`src/rtl/core/halfblock_pixel_color_quantizer_unit_defines.svh`:
```
// ---------------------------------------------------------------------------
// Assertion macros for the half-block pixel color quantizer
// Shared concurrent-check forms, clocked on the rising edge and held off
// while reset is asserted.
// ---------------------------------------------------------------------------
`ifndef HALFBLOCK_PIXEL_COLOR_QUANTIZER_UNIT_DEFINES_SVH
`define HALFBLOCK_PIXEL_COLOR_QUANTIZER_UNIT_DEFINES_SVH

// same-cycle implication
`define HBQ_ASSERT_IMPLY(lbl, clk, rstn, ante, cons) \
  lbl: assert property (@(posedge clk) disable iff (!(rstn)) (ante) |-> (cons)) \
    else $error("hbq same-cycle check failed");

// next-cycle implication
`define HBQ_ASSERT_NEXT(lbl, clk, rstn, ante, cons) \
  lbl: assert property (@(posedge clk) disable iff (!(rstn)) (ante) |=> (cons)) \
    else $error("hbq next-cycle check failed");

`endif

```
`src/rtl/core/hbq_pkg.sv`:
```
// ---------------------------------------------------------------------------
// hbq_pkg
// Types, register indexes, mode codes and constant tables shared by the
// half-block pixel color quantizer.
// ---------------------------------------------------------------------------
package hbq_pkg;

  typedef struct packed {
    logic [7:0] red;
    logic [7:0] green;
    logic [7:0] blue;
  } hbq_rgb_t;

  // per-stage load enables, driven by the top-level flow control
  typedef struct packed {
    logic s1;
    logic s2;
    logic s3;
    logic s4;
  } hbq_adv_t;

  typedef struct packed {
    logic     alpha_en;
    hbq_rgb_t backdrop;
  } hbq_cfg_t;

  // configuration register indexes
  localparam logic [2:0] CFG_DISPLAY_MODE   = 3'd0;
  localparam logic [2:0] CFG_ALPHA_ENABLE   = 3'd1;
  localparam logic [2:0] CFG_BACKDROP_RED   = 3'd2;
  localparam logic [2:0] CFG_BACKDROP_GREEN = 3'd3;
  localparam logic [2:0] CFG_BACKDROP_BLUE  = 3'd4;

  // display modes
  localparam logic [1:0] MODE_TRUECOLOR = 2'd0;
  localparam logic [1:0] MODE_PALETTE   = 2'd1;
  localparam logic [1:0] MODE_ASCII     = 2'd2;

  localparam logic [7:0] BACKDROP_RESET = 8'd128;

  // palette constants
  localparam logic [7:0] GREY_DEV_MAX  = 8'd12;
  localparam logic [7:0] GREY_LOW      = 8'd8;
  localparam logic [7:0] GREY_HIGH     = 8'd238;
  localparam logic [7:0] PAL_BLACK     = 8'd16;
  localparam logic [7:0] PAL_WHITE     = 8'd231;
  localparam logic [7:0] PAL_GREY_BASE = 8'd232;
  localparam logic [7:0] PAL_CUBE_BASE = 8'd16;

  // channel value at which the rounded 0..5 cube level steps up
  localparam int unsigned CUBE_STEPS = 5;
  localparam logic [7:0] CUBE_STEP [CUBE_STEPS] = '{8'd26, 8'd77, 8'd128, 8'd179, 8'd230};

  // weighted luma sum (299r + 587g + 114b) at which the ramp position steps up
  localparam int unsigned RAMP_LEN = 10;
  localparam logic [17:0] LUMA_STEP [RAMP_LEN-1] = '{
    18'd29000, 18'd57000, 18'd85000, 18'd114000, 18'd142000,
    18'd170000, 18'd199000, 18'd227000, 18'd255000
  };

  // " .:-=+*#%@"
  localparam logic [6:0] RAMP_CHAR [RAMP_LEN] = '{
    7'd32, 7'd46, 7'd58, 7'd45, 7'd61, 7'd43, 7'd42, 7'd35, 7'd37, 7'd64
  };

endpackage

```
`src/rtl/core/hbq_lane.sv`:
```
// ---------------------------------------------------------------------------
// hbq_lane
// One pixel lane: alpha compositing over the backdrop when enabled, then
// mapping of the composited color to an xterm 256 palette index.
// ---------------------------------------------------------------------------
module hbq_lane (
  input  logic              clk,
  input  hbq_pkg::hbq_adv_t adv,
  input  hbq_pkg::hbq_cfg_t cfg,
  input  hbq_pkg::hbq_rgb_t pix,
  input  logic [7:0]        pix_alpha,
  output hbq_pkg::hbq_rgb_t color_s2,
  output logic [7:0]        palette
);

  logic [7:0]  pix_ch   [3];
  logic [7:0]  bg_ch    [3];
  logic [15:0] blend_nxt [3];
  logic [15:0] blend_r  [3];
  logic [7:0]  raw_r    [3];
  logic [7:0]  comp_nxt [3];
  logic [7:0]  comp_r   [3];
  logic [9:0]  chan_sum;
  logic [18:0] mean_prod;
  logic [7:0]  mean_nxt;
  logic [7:0]  mean_r;
  logic [2:0]  lvl_nxt  [3];
  logic [2:0]  lvl_r    [3];
  logic [7:0]  col3_r   [3];
  logic [2:0]  dev_ok;
  logic [7:0]  dev      [3];
  logic [7:0]  grey_off;
  logic [15:0] grey_prod;
  logic [7:0]  grey_idx;
  logic [7:0]  cube_idx;

  assign pix_ch[0] = pix.red;
  assign pix_ch[1] = pix.green;
  assign pix_ch[2] = pix.blue;
  assign bg_ch[0]  = cfg.backdrop.red;
  assign bg_ch[1]  = cfg.backdrop.green;
  assign bg_ch[2]  = cfg.backdrop.blue;

  // stage 1: a*c + (255-a)*bg + 127
  always_comb begin
    for (int i = 0; i < 3; i++) begin
      blend_nxt[i] = 16'(pix_alpha) * 16'(pix_ch[i])
                   + 16'(8'd255 - pix_alpha) * 16'(bg_ch[i]) + 16'd127;
    end
  end

  always_ff @(posedge clk) begin
    if (adv.s1) begin
      for (int i = 0; i < 3; i++) begin
        blend_r[i] <= blend_nxt[i];
        raw_r[i]   <= pix_ch[i];
      end
    end
  end

  // stage 2: divide by 255 as (y + (y >> 8)) >> 8 with y = x + 1
  always_comb begin
    logic [15:0] y;
    logic [15:0] q;
    for (int i = 0; i < 3; i++) begin
      y           = blend_r[i] + 16'd1;
      q           = (y + (y >> 8)) >> 8;
      comp_nxt[i] = cfg.alpha_en ? q[7:0] : raw_r[i];
    end
  end

  always_ff @(posedge clk) begin
    if (adv.s2) begin
      for (int i = 0; i < 3; i++) begin
        comp_r[i] <= comp_nxt[i];
      end
    end
  end

  assign color_s2.red   = comp_r[0];
  assign color_s2.green = comp_r[1];
  assign color_s2.blue  = comp_r[2];

  // stage 3: channel mean (sum * 683 >> 11 is exact /3 here) and cube levels
  assign chan_sum  = 10'(comp_r[0]) + 10'(comp_r[1]) + 10'(comp_r[2]);
  assign mean_prod = 19'(chan_sum) * 19'd683;
  assign mean_nxt  = mean_prod[18:11];

  always_comb begin
    for (int i = 0; i < 3; i++) begin
      lvl_nxt[i] = 3'd0;
      for (int j = 0; j < hbq_pkg::CUBE_STEPS; j++) begin
        lvl_nxt[i] = lvl_nxt[i] + 3'(comp_r[i] >= hbq_pkg::CUBE_STEP[j]);
      end
    end
  end

  always_ff @(posedge clk) begin
    if (adv.s3) begin
      mean_r <= mean_nxt;
      for (int i = 0; i < 3; i++) begin
        lvl_r[i]  <= lvl_nxt[i];
        col3_r[i] <= comp_r[i];
      end
    end
  end

  // grey ramp versus color cube
  always_comb begin
    for (int i = 0; i < 3; i++) begin
      dev[i]    = (col3_r[i] >= mean_r) ? (col3_r[i] - mean_r) : (mean_r - col3_r[i]);
      dev_ok[i] = (dev[i] <= hbq_pkg::GREY_DEV_MAX);
    end
  end

  // (mean - 8) / 10 as a multiply by 205 >> 11
  assign grey_off  = mean_r - hbq_pkg::GREY_LOW;
  assign grey_prod = 16'(grey_off) * 16'd205;

  always_comb begin
    if (mean_r < hbq_pkg::GREY_LOW) begin
      grey_idx = hbq_pkg::PAL_BLACK;
    end else if (mean_r > hbq_pkg::GREY_HIGH) begin
      grey_idx = hbq_pkg::PAL_WHITE;
    end else begin
      grey_idx = hbq_pkg::PAL_GREY_BASE + 8'(grey_prod[15:11]);
    end
  end

  assign cube_idx = hbq_pkg::PAL_CUBE_BASE + 8'd36 * 8'(lvl_r[0])
                  + 8'd6 * 8'(lvl_r[1]) + 8'(lvl_r[2]);

  assign palette = (&dev_ok) ? grey_idx : cube_idx;

endmodule

```
`src/rtl/core/hbq_merge.sv`:
```
// ---------------------------------------------------------------------------
// hbq_merge
// Combines the two lanes: averages them for the ascii luminance ramp and
// selects the result fields of the current display mode into the output
// register.
// ---------------------------------------------------------------------------
module hbq_merge (
  input  logic              clk,
  input  logic              rst_n,
  input  hbq_pkg::hbq_adv_t adv,
  input  logic [1:0]        display_mode,
  input  hbq_pkg::hbq_rgb_t top_color,
  input  hbq_pkg::hbq_rgb_t low_color,
  input  logic [7:0]        top_palette,
  input  logic [7:0]        low_palette,
  output hbq_pkg::hbq_rgb_t fore_color,
  output hbq_pkg::hbq_rgb_t back_color,
  output logic [7:0]        fore_palette,
  output logic [7:0]        back_palette,
  output logic [6:0]        ramp_char
);

  logic [8:0]        sum_red;
  logic [8:0]        sum_green;
  logic [8:0]        sum_blue;
  logic [17:0]       luma_nxt;
  logic [17:0]       luma_r;
  hbq_pkg::hbq_rgb_t top3_r;
  hbq_pkg::hbq_rgb_t low3_r;
  logic [3:0]        ramp_pos;
  hbq_pkg::hbq_rgb_t fore_r;
  hbq_pkg::hbq_rgb_t back_r;
  logic [7:0]        fore_pal_r;
  logic [7:0]        back_pal_r;
  logic [6:0]        ramp_char_r;

  // stage 3: per-channel average of both pixels, weighted luma sum
  assign sum_red   = 9'(top_color.red)   + 9'(low_color.red);
  assign sum_green = 9'(top_color.green) + 9'(low_color.green);
  assign sum_blue  = 9'(top_color.blue)  + 9'(low_color.blue);
  assign luma_nxt  = 18'd299 * 18'(sum_red[8:1]) + 18'd587 * 18'(sum_green[8:1])
                   + 18'd114 * 18'(sum_blue[8:1]);

  always_ff @(posedge clk) begin
    if (adv.s3) begin
      luma_r <= luma_nxt;
      top3_r <= top_color;
      low3_r <= low_color;
    end
  end

  // ramp position counts the luma steps passed
  always_comb begin
    ramp_pos = 4'd0;
    for (int k = 0; k < hbq_pkg::RAMP_LEN - 1; k++) begin
      ramp_pos = ramp_pos + 4'(luma_r >= hbq_pkg::LUMA_STEP[k]);
    end
  end

  // stage 4: output register, unused fields zero
  always_ff @(posedge clk) begin
    if (!rst_n) begin
      fore_r      <= '0;
      back_r      <= '0;
      fore_pal_r  <= '0;
      back_pal_r  <= '0;
      ramp_char_r <= '0;
    end else if (adv.s4) begin
      fore_r      <= '0;
      back_r      <= '0;
      fore_pal_r  <= '0;
      back_pal_r  <= '0;
      ramp_char_r <= '0;
      case (display_mode)
        hbq_pkg::MODE_TRUECOLOR: begin
          fore_r <= top3_r;
          back_r <= low3_r;
        end
        hbq_pkg::MODE_PALETTE: begin
          fore_pal_r <= top_palette;
          back_pal_r <= low_palette;
        end
        hbq_pkg::MODE_ASCII: begin
          ramp_char_r <= hbq_pkg::RAMP_CHAR[ramp_pos];
        end
        default: begin
        end
      endcase
    end
  end

  assign fore_color   = fore_r;
  assign back_color   = back_r;
  assign fore_palette = fore_pal_r;
  assign back_palette = back_pal_r;
  assign ramp_char    = ramp_char_r;

endmodule

```
`src/rtl/core/halfblock_pixel_color_quantizer_unit.sv`:
```
// ---------------------------------------------------------------------------
// halfblock_pixel_color_quantizer_unit
// Quantizes one half-block cell (upper and lower RGBA pixel) per transfer
// into truecolor, xterm 256 palette indices or an ascii ramp character.
// ---------------------------------------------------------------------------
// Usage:
//   Input channel in_*: one cell per transfer (in_valid high, in_stall low).
//   Result channel out_*: one result per cell, in order; fields the current
//   display mode does not use are zero.
//   Config channel cfg_*: cfg_ready is always high; index 0 display mode,
//   1 alpha enable, 2..4 backdrop red/green/blue. Write only while idle.
//   Indexes beyond 4 are ignored.
// Timing:
//   One cell per cycle sustained while out_stall stays low: the two pixel
//   lanes and the merge stage form a four-stage pipeline (product, divide
//   by 255, mean/luma, select); out_valid rises when a cell loads the
//   output register of the select stage.
// Reset:
//   Synchronous, active low; clears all stage valids and sets mode 0,
//   alpha off and a backdrop of 128 on every channel.
// Stall:
//   Each stage holds while its successor is full and not moving; bubbles
//   close up, so input is taken while the output register waits.
// ---------------------------------------------------------------------------
`include "halfblock_pixel_color_quantizer_unit_defines.svh"

module halfblock_pixel_color_quantizer_unit (
  input  logic       clk,
  input  logic       rst_n,
  input  logic       in_valid,
  output logic       in_stall,
  input  logic [7:0] in_top_red,
  input  logic [7:0] in_top_green,
  input  logic [7:0] in_top_blue,
  input  logic [7:0] in_top_alpha,
  input  logic [7:0] in_low_red,
  input  logic [7:0] in_low_green,
  input  logic [7:0] in_low_blue,
  input  logic [7:0] in_low_alpha,
  output logic       out_valid,
  input  logic       out_stall,
  output logic [7:0] out_fore_red,
  output logic [7:0] out_fore_green,
  output logic [7:0] out_fore_blue,
  output logic [7:0] out_back_red,
  output logic [7:0] out_back_green,
  output logic [7:0] out_back_blue,
  output logic [7:0] out_fore_palette,
  output logic [7:0] out_back_palette,
  output logic [6:0] out_ramp_char,
  input  logic       cfg_valid,
  output logic       cfg_ready,
  input  logic [2:0] cfg_index,
  input  logic [7:0] cfg_data
);

  logic [1:0]        display_mode_r;
  hbq_pkg::hbq_cfg_t cfg_r;
  logic              s1_valid_r;
  logic              s2_valid_r;
  logic              s3_valid_r;
  logic              out_valid_r;
  logic              rdy1;
  logic              rdy2;
  logic              rdy3;
  logic              rdy4;
  hbq_pkg::hbq_adv_t adv;
  hbq_pkg::hbq_rgb_t top_pix;
  hbq_pkg::hbq_rgb_t low_pix;
  hbq_pkg::hbq_rgb_t top_color;
  hbq_pkg::hbq_rgb_t low_color;
  logic [7:0]        top_palette;
  logic [7:0]        low_palette;
  hbq_pkg::hbq_rgb_t fore_color;
  hbq_pkg::hbq_rgb_t back_color;

  // configuration registers
  assign cfg_ready = 1'b1;

  always_ff @(posedge clk) begin
    if (!rst_n) begin
      display_mode_r       <= hbq_pkg::MODE_TRUECOLOR;
      cfg_r.alpha_en       <= 1'b0;
      cfg_r.backdrop.red   <= hbq_pkg::BACKDROP_RESET;
      cfg_r.backdrop.green <= hbq_pkg::BACKDROP_RESET;
      cfg_r.backdrop.blue  <= hbq_pkg::BACKDROP_RESET;
    end else if (cfg_valid && cfg_ready) begin
      case (cfg_index)
        hbq_pkg::CFG_DISPLAY_MODE:   display_mode_r       <= cfg_data[1:0];
        hbq_pkg::CFG_ALPHA_ENABLE:   cfg_r.alpha_en       <= cfg_data[0];
        hbq_pkg::CFG_BACKDROP_RED:   cfg_r.backdrop.red   <= cfg_data;
        hbq_pkg::CFG_BACKDROP_GREEN: cfg_r.backdrop.green <= cfg_data;
        hbq_pkg::CFG_BACKDROP_BLUE:  cfg_r.backdrop.blue  <= cfg_data;
        default: begin
        end
      endcase
    end
  end

  // a stage may load when it is empty or its contents move on
  assign rdy4     = !out_valid_r || !out_stall;
  assign rdy3     = !s3_valid_r || rdy4;
  assign rdy2     = !s2_valid_r || rdy3;
  assign rdy1     = !s1_valid_r || rdy2;
  assign in_stall = !rdy1;

  assign adv.s1 = in_valid && rdy1;
  assign adv.s2 = s1_valid_r && rdy2;
  assign adv.s3 = s2_valid_r && rdy3;
  assign adv.s4 = s3_valid_r && rdy4;

  always_ff @(posedge clk) begin
    if (!rst_n) begin
      s1_valid_r  <= 1'b0;
      s2_valid_r  <= 1'b0;
      s3_valid_r  <= 1'b0;
      out_valid_r <= 1'b0;
    end else begin
      if (rdy1) begin
        s1_valid_r <= in_valid;
      end
      if (rdy2) begin
        s2_valid_r <= s1_valid_r;
      end
      if (rdy3) begin
        s3_valid_r <= s2_valid_r;
      end
      if (rdy4) begin
        out_valid_r <= s3_valid_r;
      end
    end
  end

  assign top_pix.red   = in_top_red;
  assign top_pix.green = in_top_green;
  assign top_pix.blue  = in_top_blue;
  assign low_pix.red   = in_low_red;
  assign low_pix.green = in_low_green;
  assign low_pix.blue  = in_low_blue;

  hbq_lane u_lane_top (
    .clk       (clk),
    .adv       (adv),
    .cfg       (cfg_r),
    .pix       (top_pix),
    .pix_alpha (in_top_alpha),
    .color_s2  (top_color),
    .palette   (top_palette)
  );

  hbq_lane u_lane_low (
    .clk       (clk),
    .adv       (adv),
    .cfg       (cfg_r),
    .pix       (low_pix),
    .pix_alpha (in_low_alpha),
    .color_s2  (low_color),
    .palette   (low_palette)
  );

  hbq_merge u_merge (
    .clk          (clk),
    .rst_n        (rst_n),
    .adv          (adv),
    .display_mode (display_mode_r),
    .top_color    (top_color),
    .low_color    (low_color),
    .top_palette  (top_palette),
    .low_palette  (low_palette),
    .fore_color   (fore_color),
    .back_color   (back_color),
    .fore_palette (out_fore_palette),
    .back_palette (out_back_palette),
    .ramp_char    (out_ramp_char)
  );

  assign out_valid      = out_valid_r;
  assign out_fore_red   = fore_color.red;
  assign out_fore_green = fore_color.green;
  assign out_fore_blue  = fore_color.blue;
  assign out_back_red   = back_color.red;
  assign out_back_green = back_color.green;
  assign out_back_blue  = back_color.blue;

  // full pipeline behind a stalled output must push back on the input
  `HBQ_ASSERT_IMPLY(a_full_stall, clk, rst_n,
    out_valid_r && out_stall && s3_valid_r && s2_valid_r && s1_valid_r, in_stall)
  // an ascii result never carries palette fields
  `HBQ_ASSERT_IMPLY(a_mode_excl, clk, rst_n,
    out_ramp_char != 7'd0, out_fore_palette == 8'd0 && out_back_palette == 8'd0)
  // palette indexes never fall into the 16 system colors
  `HBQ_ASSERT_IMPLY(a_pal_range, clk, rst_n,
    out_fore_palette != 8'd0, out_fore_palette >= hbq_pkg::PAL_BLACK)
  // an item in the last stage reaches the output when it is free
  `HBQ_ASSERT_NEXT(a_drain, clk, rst_n, s3_valid_r && rdy4, out_valid_r)

endmodule

```
`config.mk`:
```
export PLATFORM = sky130hd
export DESIGN_NAME = halfblock_pixel_color_quantizer_unit
export DESIGN_NICKNAME = d
export VERILOG_FILES = /design/src/rtl/core/hbq_pkg.sv /design/src/rtl/core/hbq_lane.sv /design/src/rtl/core/hbq_merge.sv /design/src/rtl/core/halfblock_pixel_color_quantizer_unit.sv
export VERILOG_INCLUDE_DIRS = /design/src /design/src/rtl/core
export SDC_FILE = /design/constraint.sdc
export NUM_CORES = 2
export LEC_CHECK = 0
export ABC_AREA = 0
export BUFFER_PORTS_ARGS = -buffer_cell sky130_fd_sc_hd__buf_4
export CAP_MARGIN = 40
export CORE_MARGIN = 2
export CORE_UTILIZATION = 50
export DETAILED_ROUTE_END_ITERATION = 7
export GPL_TIMING_DRIVEN = 0
export PLACE_DENSITY = 0.66
export SLEW_MARGIN = 25
export SYNTH_ARGS = -nofsm -noshare
export SYNTH_HDL_FRONTEND = slang
export SYNTH_SLANG_ARGS = --single-unit
```
`constraint.sdc`:
```
create_clock -name clk -period 9.6 [get_ports clk]
set_clock_uncertainty 0.1 [all_clocks]
set_input_delay 0 -clock clk [delete_from_list [all_inputs] [get_ports clk]]
set_output_delay 0 -clock clk [all_outputs]
set_load 0.02 [all_outputs]
```
; ---- After elaboration in Yosys (flattened, before gate mapping)
; Memories as Yosys holds them, arrays and structs flattened.
; Cells that the tools add are included.
[totals]
regBits = 184
ramBits = 258
rom_bits = 112
in_bits = 80
out_inout_bits = 74
memories = 11
[op_classes]
addsub = 89
n_mul = 23
n_lt_le_gt_ge = 56
eq_ne = 6
muxes = 31
bitwise_logic = 1
reduce_logical = 23
[memory_table]
columns = name, words, width, read_ports, rd_clocked_by_memory_dff, write_ports, line
row1 = (name not given), 16, 7, 1, 0, 0, hbq_merge.sv:84  ; ramp_char_r <= hbq_pkg::RAMP_CHAR[ramp_pos];
row2 = u_lane_low.blend_r, 3, 16, 3, 0, 3, hbq_lane.sv:19  ; logic [15:0] blend_r [3];
row3 = u_lane_top.blend_r, 3, 16, 3, 0, 3, hbq_lane.sv:19
row4 = u_lane_low.col3_r, 3, 8, 3, 0, 3, hbq_lane.sv:29  ; logic [7:0] col3_r [3];
row5 = u_lane_low.comp_r, 3, 8, 3, 0, 3, hbq_lane.sv:22  ; logic [7:0] comp_r [3];
row6 = u_lane_low.raw_r, 3, 8, 3, 0, 3, hbq_lane.sv:20  ; logic [7:0] raw_r [3];
row7 = +5 memories, -, -, -, -, -, -
[ops]
columns = operator, count
row1 = $mux W8, 20
row2 = $ge A8 B8 Y1 const B, 18
row3 = $add A16 B1 Y16 const B, 6
row4 = $add A16 B16 Y16, 6
row5 = $add A16 B7 Y16 const B, 6
row6 = $add A16 B8 Y16, 6
row7 = $mul A16 B8 Y16, 6
row8 = $mul A8 B8 Y16, 6
row9 = $sub A8 B8 Y8, 12
row10 = $ge A18 B18 Y1 const B, 5
row11 = $add A3 B1 Y3, 18
row12 = $ge A8 B5 Y1 const B, 6
row13 = $ge A8 B7 Y1 const B, 6
row14 = $ge A8 B8 Y1, 6
row15 = $le A8 B4 Y1 const B, 6
row16 = $mux W24, 2
row17 = $add A8 B8 Y9, 5
row18 = $mul A10 B10 Y19 const B, 2
row19 = $ge A18 B17 Y1 const B, 2
row20 = $mul A8 B8 Y16 const B, 2
row21 = $add A4 B1 Y4, 7
row22 = $mux W7, 3
row23 = $add A10 B8 Y10, 2
row24 = $add A17 B18 Y18, 1
row25 = other kinds (32), 70

; ---- Longest topological paths before layout
[logic_depth]
ltp_word = 14
ltp_mapped = 32
depth_no_buf = 32

; ---- By module
; From an unflattened synthesis, not the netlist that was laid out.
[hier_totals]
hier_cells = 6280
hier_area_um2 = 61889.4
[modules_own_cells]
columns = module, instances, cells_per_inst, area_per_inst_um2, seq_area_each_um2
row1 = hbq_lane at u_lane_low, 1, 2586, 25295.5, 4113.9
row2 = hbq_lane at u_lane_top, 1, 2579, 25107.8, 4113.9
row3 = hbq_merge, 1, 993, 10244.8, 3403.3
row4 = halfblock_pixel_color_quantizer_unit, 1, 122, 1241.2, 620.6

; ---- Worst setup path before layout
; No wires, ideal clock.
[synth_path]
kind = register to register
from = register out_valid_r (netlist: out_valid)
to = memory u_lane_low.blend_r[0][0] (enable)
setup_time_ns = 0.663
arrival_time_ns = 7.189
slack_ns = 1.648
path_stages_with_launch = 4
path_buffers = 0
period_less_slack_ns = 7.952
cell_sequence = dfxtp_1 -> and3_1 -> and3_1 -> nor2b_1
[synth_lines]
columns = element, line
row1 = "start, declared", halfblock_pixel_color_quantizer_unit.sv:62  ; logic out_valid_r;
row2 = "start signal, assigned", halfblock_pixel_color_quantizer_unit.sv:129  ; out_valid_r <= s3_valid_r;
row3 = "end, declared", hbq_lane.sv:19

==> results.ini <==
[cells_and_area]
drive_gt1_frac = 0.0465
nets = 8178
syn_to_final_growth_pct = 9.68
n_fill_cell = 10400
final_cell_area_um2 = 65300

[global_routing]
grt_pass1_wl_um = 246000
grt_overflow_total = 0
grt.total_usage = 0.261
antenna_found_initial = 5
grt_max_degree = 29
grt_pass1_vias = 44300

[yosys]
synth-compound-area-share = 0.0818
synth_edf_count = 289
synthDistinctLibCells = 86
synth-seq-cells = 391
yosysSeqAreaShare = 0.180
async_flop_share = 0
syn_avg_cell_area_um2 = 9.67
synth_area_um2 = 59500
synthAdderAreaFrac = 0.449
synth-simple-area-share = 0.147
syn_inst = 6151
yosys_warnings = 0
synthMuxAreaShare = 0.00690
synth_xor_area_frac = 0.0511
syn_nets = 7896
synth_ff_type = edfxtp_1
synth_top_family_by_area = adder cells

[floorplan]
die_h_um = 349
design.core.area_um2 = 118000
start_util = 0.504
pin_count = 154
die_w_um = 349
die-area_um2 = 122000
row_count = 126

[cts]
clkSinkCount = 391
cts_tree = built
clockBufferDepth = 3
cts.clk_slew.worst_paths_ns = 0.07
postCtsSetupBuffers = 0
clk_latency_ns = 0.63
cts_hold_buf = 74
cts.repair.resized = 0
numCtsBuffers = 44
cts_root_buf = clkbuf_16
htreeDepth = 2

[drt]
antenna_left = 0
wirelength_um = 155000
vias_per_cell = 5.42
dr.first_iter.drc_count = 2835
dr.pass1.iters = 6
post-route-drc-count = 0
post_drt_wl_per_cell_um = 19.4
vias = 43400

[outcome]
status = complete, no violations

[sta]
fmax_mhz = 123
tightest_slew_ns = 0.966
worst_hold_slack_ns = 0.0416
hold_violations = 0
setup_viol = 0
slew_viol_final = 0
slew_headroom = 0.356
period_needed_ns = 8.14
tns_ns = 0
rsz0062_at_grt = false
min_period_over_period = 0.848

[hold_path]
hold_class = in -> reg
whs_path_depth = 3

[flow_run]
drv_cap = 0

[critical_path]
cp_max_fo = 6
worst_path_max_delay_cell = edfxtp_1
crit_type = reg -> reg
endpoint_kind = flip-flop
r2r_cells = 29
cp.arrival_ns = 8.42
required_ns = 9.88
cp-start-kind = flip-flop
critPathMaxStageDelay_ns = 0.66

[placement]
routabilityCongestion = 0.958
dp_hpwl_um = 127000
io_buffer_count = 136
placed_area_um2 = 62800

-- registers in the layout (all words and copies together), names as in the netlist, 2 cells and up --
name                  cells
cfg_r                    25
display_mode_r            2
u_lane_low.blend_r       48
u_lane_low.col3_r         2
u_lane_low.comp_r        24
u_lane_low.lvl_r          9
u_lane_low.mean_r         8
u_lane_low.raw_r         24
u_lane_top.blend_r       48
u_lane_top.col3_r         2
u_lane_top.comp_r        24
u_lane_top.lvl_r          9
u_lane_top.mean_r         8
u_lane_top.raw_r         24
u_merge.back_color       24
u_merge.back_palette      8
u_merge.fore_color       24
u_merge.fore_palette      8
u_merge.low3_r           22
u_merge.luma_r           15
u_merge.ramp_char         7
u_merge.top3_r           22
-- cell type report --
cell class	instances	area (um^2)	share of cell area
diodes	6	15.0	0.000230
multi-input cells	4432	43800	0.671
clock inverters	29	392	0.00600
plain buffers	165	636	0.00974
inverters	1163	4370	0.0669
flip-flops and latches	391	10700	0.164
clock buffers	52	1190	0.0183
well taps	1536	1920	0.0294
repair buffers	236	2210	0.0339
-- layout by cell type, fill, tap and decap left out, types with 18 or more instances in the layout --
master	Yosys	final
a211oi_1	25	25
a21boi_0	73	72
a21o_1	62	62
a21oi_1	168	168
a31oi_1	25	25
and2_1	217	217
and3_1	52	52
buf_4	1	137
clkbuf_1	155	157
clkbuf_16	0	45
dfxtp_1	102	102
dlygate4sd3_1	0	74
edfxtp_1	289	289
fa_1	780	780
ha_1	885	885
inv_1	1163	1163
mux2_2	23	23
nand2_1	439	439
nand2b_1	230	230
nand3_1	145	145
nand4_1	19	19
nor2_1	166	166
nor2b_1	226	224
nor3_1	79	79
o211ai_1	33	33
o21a_1	35	35
o21ai_0	88	88
o21bai_1	52	52
o31ai_1	27	27
or2_2	18	18
or3_1	21	21
xnor2_1	242	242
xor2_1	105	105
-- synth_stat cells (7+ instances only) --
library cell,instances,area share
a21boi_0,73,0.0092
o41ai_1,10,0.0015
nand2b_1,230,0.024
xor2_1,105,0.015
a211o_1,13,0.0019
o211ai_1,33,0.0042
mux2_2,23,0.0044
inv_1,1163,0.073
or2_2,18,0.0019
o21ai_0,88,0.0074
o21a_1,35,0.0044
a211oi_1,25,0.0032
dfxtp_1,102,0.034
clkbuf_1,155,0.0098
xnor2_1,242,0.036
ha_1,885,0.19
and4_1,8,0.0012
o21bai_1,52,0.0066
nor3_1,79,0.0066
and2_1,217,0.023
a31oi_1,25,0.0026
nand4_1,19,0.0020
edfxtp_1,289,0.15
a31o_2,7,0.0010
nor4_1,9,0.00095
o2111ai_1,9,0.0013
nor2b_1,226,0.024
nor2_1,166,0.010
nand2_1,439,0.028
fa_1,780,0.26
a21o_1,62,0.0078
or3_1,21,0.0022
mux2i_1,14,0.0024
or4_1,11,0.0014
a21oi_1,168,0.014
o31ai_1,27,0.0034
o31a_1,7,0.0010
nand3b_1,10,0.0013
nand3_1,145,0.012
and3_1,52,0.0055
-- worst paths after layout --
| path | slack, ns | end | from |
|---|---|---|---|
| max | 1.46 | u_lane_low.mean_r[7] | u_lane_low.comp_r[0][8] |
| min | 0.04 | u_lane_low.blend_r[0][0] | in_low_alpha[0] |
| max reg2reg | 1.46 | u_lane_low.mean_r[7] | u_lane_low.comp_r[0][8] |
| min reg2reg | 0.36 | u_merge.fore_color[12] | u_merge.fore_color[12] |
-- routing by layer --
layer / global-route usage / vias to the layer above / routed length, um
li1: - / 20500 / -
met1: 0.347 / 21400 / 67100
met2: 0.436 / 1290 / 73300
met3: 0.0416 / 219 / 10200
met4: 0.0794 / 0 / 4880
met5: 0 / - / 0
-- worst max-delay path, delay by kind of cell (launching register included) --
kind,cells,cell delay (ns)
adder cells (fa/ha/maj),9,3.50
buffers and inverters,4,0.25
XOR/XNOR,3,0.69
AND/OR/NAND/NOR,1,0.11
flip-flops,1,0.66
AO/OA/AOI/OAI,12,2.62
-- kinds of logic after synthesis --
kind of cell / count (synthesis)
compound gates: 708
xor+xnor: 347
fa+ha+maj: 1667
buf+inv: 1328
flops: 391
mux: 38
other cells: 1
simple gates: 1671
-- per-stage QoR --
step	setup WS, ns	instances	utilization
2_1_floorplan	1.65	6151	-
3_3_place_gp	-0.975	7823	0.529
3_5_place_dp	1.44	7840	0.532
4_1_cts	1.40	7995	0.552
5_1_grt	1.03	8005	0.553
6_report	1.46	8010	0.553
Power is left out: the tool's default activity adds up to more than one toggle a clock period on the data nets, which glitch-free logic cannot reach.
